[config.mk]
export PLATFORM = sky130hd
export DESIGN_NAME = ipv4_cidr_allow_list
export DESIGN_NICKNAME = d
export VERILOG_FILES = /design/src/hw/rtl/cidr_al_pkg.sv /design/src/hw/rtl/cidr_al_table.sv /design/src/hw/rtl/ipv4_cidr_allow_list.sv
export SDC_FILE = /design/constraint.sdc
export NUM_CORES = 1
export LEC_CHECK = 0
export BUFFER_PORTS_ARGS = -buffer_cell sky130_fd_sc_hd__clkbuf_2
export CAP_MARGIN = 5
export CORE_MARGIN = 8
export CORE_UTILIZATION = 31
export CTS_CLUSTER_DIAMETER = 80
export CTS_CLUSTER_SIZE = 20
export DETAILED_ROUTE_END_ITERATION = 16
export PLACE_DENSITY = 0.52
export SKIP_CTS_REPAIR_TIMING = 1
export SYNTH_ARGS = -nofsm -noshare
export SYNTH_HDL_FRONTEND = slang
export SYNTH_SLANG_ARGS = --single-unit
[constraint.sdc]
create_clock -name i_clk -period 7.65 [get_ports i_clk]
set_input_delay 1.53 -clock i_clk [delete_from_list [all_inputs] [get_ports i_clk]]
set_output_delay 1.53 -clock i_clk [all_outputs]
set_load 0.1 [all_outputs]
[src/hw/rtl/cidr_al_pkg.sv]
// shared types, constants and mask helper for the ipv4 cidr allow list
package cidr_al_pkg;

    localparam int ADDR_W         = 32;
    localparam int PREFIX_W       = 6;
    localparam int COUNT_W        = 5;
    localparam int MAX_ENTRIES_DEF = 16;
    localparam logic [ADDR_W-1:0]   ADDR_ONES   = '1;
    localparam logic [PREFIX_W-1:0] FULL_PREFIX = PREFIX_W'(ADDR_W);

    typedef enum logic {
        REQ_ADD   = 1'b0,
        REQ_CHECK = 1'b1
    } t_req_type;

    typedef enum logic {
        STATUS_OK   = 1'b0,
        STATUS_FULL = 1'b1
    } t_status;

    typedef struct packed {
        t_req_type           req_type;
        logic [ADDR_W-1:0]   address;
        logic [PREFIX_W-1:0] prefix_len;
    } t_req;

    typedef struct packed {
        logic               allowed;
        t_status            status;
        logic [COUNT_W-1:0] entry_count;
    } t_rsp;

    typedef struct packed {
        logic [ADDR_W-1:0] net;
        logic [ADDR_W-1:0] mask;
    } t_entry;

    function automatic logic [ADDR_W-1:0] prefix_mask(input logic [PREFIX_W-1:0] prefix);
        logic [PREFIX_W-1:0] p;
        p = (prefix > FULL_PREFIX) ? FULL_PREFIX : prefix;
        return ~(ADDR_ONES >> p);
    endfunction

endpackage

[src/hw/rtl/cidr_al_table.sv]
// entry storage: one write port, one registered read port
module cidr_al_table #(
    parameter int MAX_ENTRIES = cidr_al_pkg::MAX_ENTRIES_DEF,
    parameter int IDX_W       = (MAX_ENTRIES > 1) ? $clog2(MAX_ENTRIES) : 1
) (
    input  logic                i_clk,
    input  logic                i_wr_en,
    input  logic [IDX_W-1:0]    i_wr_idx,
    input  cidr_al_pkg::t_entry i_wr_data,
    input  logic [IDX_W-1:0]    i_rd_idx,
    output cidr_al_pkg::t_entry o_rd_data
);

    cidr_al_pkg::t_entry r_mem [MAX_ENTRIES];
    cidr_al_pkg::t_entry r_rd_data;

    always_ff @(posedge i_clk) begin
        if (i_wr_en) begin
            r_mem[i_wr_idx] <= i_wr_data;
        end
        r_rd_data <= r_mem[i_rd_idx];
    end

    assign o_rd_data = r_rd_data;

endmodule

[src/hw/rtl/ipv4_cidr_allow_list.sv]
// top level of the ipv4 cidr allow list: request sequencer, entry scan and result register
//
//  channel | valid   | ready   | payload
//  --------+---------+---------+------------------------------
//  request | i_valid | o_ready | i_req  (req_type, address, prefix_len)
//  result  | o_valid | i_ready | o_rsp  (allowed, status, entry_count)
//
// add: the entry is written in S_ADD, then S_DONE loads the result; a full table goes straight to S_DONE
// check: S_SCAN compares the stored entries, then S_DONE loads the result; an empty table goes straight to S_DONE
// the scan reads one entry per cycle through the table read port into one compare
// a check stops early on the first matching entry
// o_ready is high only while no request is in flight; a held result stalls the last step
// reset clears the entry count and all control state, table contents are left as is
module ipv4_cidr_allow_list #(
    parameter int MAX_ENTRIES = cidr_al_pkg::MAX_ENTRIES_DEF
) (
    input  logic              i_clk,
    input  logic              i_rst_n,
    input  logic              i_valid,
    output logic              o_ready,
    input  cidr_al_pkg::t_req i_req,
    output logic              o_valid,
    input  logic              i_ready,
    output cidr_al_pkg::t_rsp o_rsp
);

    localparam int IDX_W = (MAX_ENTRIES > 1) ? $clog2(MAX_ENTRIES) : 1;
    localparam int CNT_W = $clog2(MAX_ENTRIES + 1);
    localparam logic [CNT_W-1:0] CNT_MAX = CNT_W'(MAX_ENTRIES);

    typedef enum logic [1:0] {
        S_IDLE,
        S_ADD,
        S_SCAN,
        S_DONE
    } t_state;

    t_state              r_state, n_state;
    cidr_al_pkg::t_req   r_req, n_req;
    logic [CNT_W-1:0]    r_count, n_count;
    logic [CNT_W-1:0]    r_idx, n_idx;
    logic                r_cmp_vld, n_cmp_vld;
    logic                r_allow, n_allow;
    cidr_al_pkg::t_status r_status, n_status;
    cidr_al_pkg::t_rsp   r_out, n_out;
    logic                r_out_valid, n_out_valid;

    logic                wr_en;
    cidr_al_pkg::t_entry wr_data;
    cidr_al_pkg::t_entry rd_data;
    logic                issue;
    logic                match;
    logic                out_free;

    cidr_al_table #(
        .MAX_ENTRIES (MAX_ENTRIES),
        .IDX_W       (IDX_W)
    ) u_table (
        .i_clk     (i_clk),
        .i_wr_en   (wr_en),
        .i_wr_idx  (r_count[IDX_W-1:0]),
        .i_wr_data (wr_data),
        .i_rd_idx  (r_idx[IDX_W-1:0]),
        .o_rd_data (rd_data)
    );

    assign wr_en        = (r_state == S_ADD);
    assign wr_data.mask = cidr_al_pkg::prefix_mask(r_req.prefix_len);
    assign wr_data.net  = r_req.address & wr_data.mask;

    assign issue    = (r_state == S_SCAN) && (r_idx < r_count);
    assign match    = r_cmp_vld && ((r_req.address & rd_data.mask) == rd_data.net);
    assign out_free = !r_out_valid || i_ready;

    always_comb begin
        n_state     = r_state;
        n_req       = r_req;
        n_count     = r_count;
        n_idx       = r_idx;
        n_cmp_vld   = 1'b0;
        n_allow     = r_allow;
        n_status    = r_status;
        n_out       = r_out;
        n_out_valid = r_out_valid && !i_ready;
        case (r_state)
            S_IDLE: begin
                if (i_valid) begin
                    n_req    = i_req;
                    n_allow  = 1'b0;
                    n_status = cidr_al_pkg::STATUS_OK;
                    n_idx    = '0;
                    if (i_req.req_type == cidr_al_pkg::REQ_ADD) begin
                        if (r_count >= CNT_MAX) begin
                            n_status = cidr_al_pkg::STATUS_FULL;
                            n_state  = S_DONE;
                        end else begin
                            n_state = S_ADD;
                        end
                    end else if (r_count == '0) begin
                        n_allow = 1'b1;
                        n_state = S_DONE;
                    end else begin
                        n_state = S_SCAN;
                    end
                end
            end
            S_ADD: begin
                n_count = r_count + 1'b1;
                n_state = S_DONE;
            end
            S_SCAN: begin
                n_cmp_vld = issue;
                if (issue) begin
                    n_idx = r_idx + 1'b1;
                end
                if (match) begin
                    n_allow   = 1'b1;
                    n_cmp_vld = 1'b0;
                    n_state   = S_DONE;
                end else if (!issue && !r_cmp_vld) begin
                    n_state = S_DONE;
                end
            end
            S_DONE: begin
                if (out_free) begin
                    n_out.allowed     = r_allow;
                    n_out.status      = r_status;
                    n_out.entry_count = cidr_al_pkg::COUNT_W'(r_count);
                    n_out_valid       = 1'b1;
                    n_state           = S_IDLE;
                end
            end
            default: begin
                n_state = S_IDLE;
            end
        endcase
    end

    always_ff @(posedge i_clk) begin
        if (!i_rst_n) begin
            r_state     <= S_IDLE;
            r_count     <= '0;
            r_idx       <= '0;
            r_cmp_vld   <= 1'b0;
            r_out_valid <= 1'b0;
        end else begin
            r_state     <= n_state;
            r_count     <= n_count;
            r_idx       <= n_idx;
            r_cmp_vld   <= n_cmp_vld;
            r_out_valid <= n_out_valid;
        end
        r_req    <= n_req;
        r_allow  <= n_allow;
        r_status <= n_status;
        r_out    <= n_out;
    end

    assign o_ready = (r_state == S_IDLE);
    assign o_valid = r_out_valid;
    assign o_rsp   = r_out;

    a_count_bound: assert property (@(posedge i_clk) disable iff (!i_rst_n)
        r_count <= CNT_MAX)
        else $error("entry count above table depth");

    a_cmp_in_scan: assert property (@(posedge i_clk) disable iff (!i_rst_n)
        r_cmp_vld |-> (r_state == S_SCAN))
        else $error("compare pending outside scan");

    a_full_not_allowed: assert property (@(posedge i_clk) disable iff (!i_rst_n)
        (o_valid && (o_rsp.status == cidr_al_pkg::STATUS_FULL)) |-> !o_rsp.allowed)
        else $error("rejected add reports allowed");

    a_add_grows: assert property (@(posedge i_clk) disable iff (!i_rst_n)
        (r_state == S_ADD) |=> (r_count == $past(r_count) + 1'b1))
        else $error("add did not raise the count");

endmodule

==> results_dict.tcl <==
set metrics [dict create \
    slew_violations 0 \
    finalWorstPathRequiredPeriod_ps 3500 \
    multiInputGateArea_um2 8930 \
    synth_top_family_by_area "multiplexers" \
    slew-limit-headroom_pct 17.5 \
    rr_startpoint "r_req[5]$_DFFE_PP_" \
    crit_arrival_ps 1970 \
    ir_drop_mv 0.147 \
    cap_violations 0 \
    drt-pass1-iter-count 5 \
    vias 18800 \
    crit_required_ps 6120 \
    rows 136 \
    grt_usage_pct 12.9 \
    synth_ff_type "edfxtp_1" \
    min_from "r_status$_SDFFCE_PP0P_" \
    dp_cells 3637 \
    finalHoldViolCount 0 \
    area_delta_synth_final_pct 10.8 \
    final_common_cell "edfxtp_1" \
    rsz0062_at_grt "no" \
    yosys_warnings 0 \
    wl_mm 99.9 \
    rr_worst_depth 7 \
    nFillCells 12600 \
    postRouteAntennaNets 0 \
    globalRouteOverflowTotal 0 \
    synth_compound_area_share_pct 0.625 \
    crit_type "reg -> out" \
    yosys.area_share.xor_xnor_pct 0.713 \
    netlist_instances 1833 \
    synth-edff-count 1071 \
    syn_avg_cell_area_um2 23.5 \
    p_leak_nw 14.0 \
    final_cell_mix "edfxtp_1, mux4_2, dfxtp_1" \
    start_util_pct 31.2 \
    tightest_slew_ps 1230 \
    cts-htree-levels 3 \
    path_clk_slew_ps 80 \
    drive_above_1_share_pct 26.5 \
    clock_path_buffers 3 \
    synth.area.mux_share_pct 16.8 \
    hold_path_depth 0 \
    finalCritPeriodShare_pct 45.7 \
    die_x_um 388 \
    regArea_um2 33700 \
    ioPinCount 52 \
    fin_skew_ps 33.1 \
    syn_area_um2 43000 \
    drt-initial-drc-count 1734 \
    setup-tns-final_ps 0 \
    critical_path.max_fanout 9 \
    cp-end-kind "primary output" \
    dp_hpwl_mm 51.6 \
    cts_tree "done" \
    hp-class "reg -> reg" \
    p_per_area_nw_per_um2 273 \
    finalNonFillerCells 3759 \
    worstSetupStartpoint "r_state[0]$_SDFFE_PN0P_" \
    outcome "finished clean" \
    placement.io_buffers 51 \
    ys_types 42 \
    via_per_inst 5.01 \
    grt_pass1_vias 19700 \
    cts_made_buffers 68 \
    drc 0 \
    core_area_um2 138000 \
    synthArstFlopShare_pct 0 \
    synthSimpleGateAreaFrac_pct 2.07 \
    seq_area_frac_synth_pct 78.4 \
    layout.nets 1970 \
    die_h_um 388 \
    wl_per_cell_um 26.6 \
    utilization_pct 34.6 \
    antenna_found_initial 5 \
    gp_congestion 0.716 \
    ys_ff_latch 1149 \
    crit_path_start_kind "register" \
    grt_max_degree 129 \
    clk_latency_ps 650 \
    cts_sinks 1149 \
    die-area_um2 151000 \
    max_freq_mhz 286 \
    grt_pass1_wl_mm 143 \
    synthAdderAreaFrac_pct 0.378 \
    final-setup-viol-count 0 \
    synth_nets 1889 \
    cts-root-buf "clkbuf_16" \
]
-- synthesized netlist by cell type (2+ instances only) --
| library cell | instances | share of area, % |
|---|---|---|
| nand2_1 | 63 | 0.55 |
| edfxtp_1 | 1071 | 75 |
| ha_1 | 13 | 0.38 |
| buf_1 | 5 | 0.044 |
| xnor2_1 | 11 | 0.22 |
| nand4b_1 | 2 | 0.041 |
| o22ai_1 | 2 | 0.029 |
| nand2b_1 | 3 | 0.044 |
| mux4_2 | 320 | 17 |
| mux2i_1 | 2 | 0.047 |
| nand3_1 | 9 | 0.10 |
| nor4_1 | 3 | 0.044 |
| buf_2 | 28 | 0.33 |
| inv_2 | 4 | 0.035 |
| o21ai_0 | 6 | 0.070 |
| inv_1 | 9 | 0.079 |
| a31oi_1 | 2 | 0.029 |
| and2_1 | 40 | 0.58 |
| o211ai_1 | 3 | 0.052 |
| nand4_1 | 13 | 0.19 |
| a21o_1 | 3 | 0.052 |
| buf_6 | 4 | 0.10 |
| nor3b_1 | 3 | 0.052 |
| o21ai_1 | 16 | 0.19 |
| nor3_1 | 3 | 0.035 |
| nor2b_1 | 9 | 0.13 |
| clkbuf_1 | 46 | 0.40 |
| o21a_1 | 3 | 0.052 |
| xor2_1 | 24 | 0.49 |
| and3_1 | 9 | 0.13 |
| a21oi_1 | 6 | 0.070 |
| nor2_1 | 11 | 0.096 |
| dfxtp_1 | 78 | 3.6 |
-- state kept, by name, indices dropped and copies added, names as in the netlist --
name,flops
u_table.o_rd_data,64
r_idx,5
o_valid,1
r_allow,1
r_status,1
o_rsp,7
r_count,5
r_req,38
u_table.r_mem,1024
r_state,2
r_cmp_vld,1
-- per-layer routing --
| metal | up-vias | wire (µm) | global-route usage [%] |
|---|---|---|---|
| li1 | 7829 | - | - |
| met1 | 10400 | 44800 | 18.2 |
| met2 | 446 | 48100 | 21.1 |
| met3 | 101 | 5280 | 2.41 |
| met4 | 0 | 1670 | 2.50 |
| met5 | - | 0 | 0 |
-- final cells by class --
cell class / count / share of cell area [%]
clock inverters: 9 / 0.289
well taps: 1794 / 4.71
repair buffers: 95 / 1.28
multi-input cells: 587 / 18.7
inverters: 13 / 0.102
clock buffers: 111 / 4.05
diodes: 1 / 0.00525
flip-flops and latches: 1149 / 70.8
-- through the flow --
stage	area (µm²)	hold WS (ps)	worst slack, ps	power [mW]
after CTS	47600	454	4110	13.1
final	47600	443	4150	13.0
after floorplan	43000	400	1570	8.69
after detailed placement	45600	434	4290	9.31
after global placement	45600	424	4450	9.27
after global routing	47600	452	3890	13.5
-- critical path: stages, from the launching register on --
cell      delay [ps]
dfxtp_1          340
inv_1             90
ha_1             360
clkbuf_2         530
-- cell families after synthesis --
| family | after synthesis |
|---|---|
| XOR/XNOR | 35 |
| multiplexers | 322 |
| buffers and inverters | 97 |
| AND/OR/NAND/NOR | 172 |
| flip-flops | 1149 |
| adder cells (fa/ha/maj) | 13 |
| AO/OA/AOI/OAI | 45 |
-- path summary, 6_finish.rpt --
kind / endpoint / slack [ps]
worst max-delay path: o_ready / 4150
worst min-delay path: o_rsp[5]$_DFFE_PP_ / 440
worst max register to register: u_table.r_mem[3][61]$_DFFE_PP_ / 4280
worst min register to register: o_rsp[5]$_DFFE_PP_ / 440
-- where the power goes --
group / internal [mW] / switching, mW
registers: 7.53 / 0.181
logic: 0.464 / 0.978
clock network: 1.83 / 2.02
total: 9.82 / 3.17
Power figures use the tool's default switching activity.
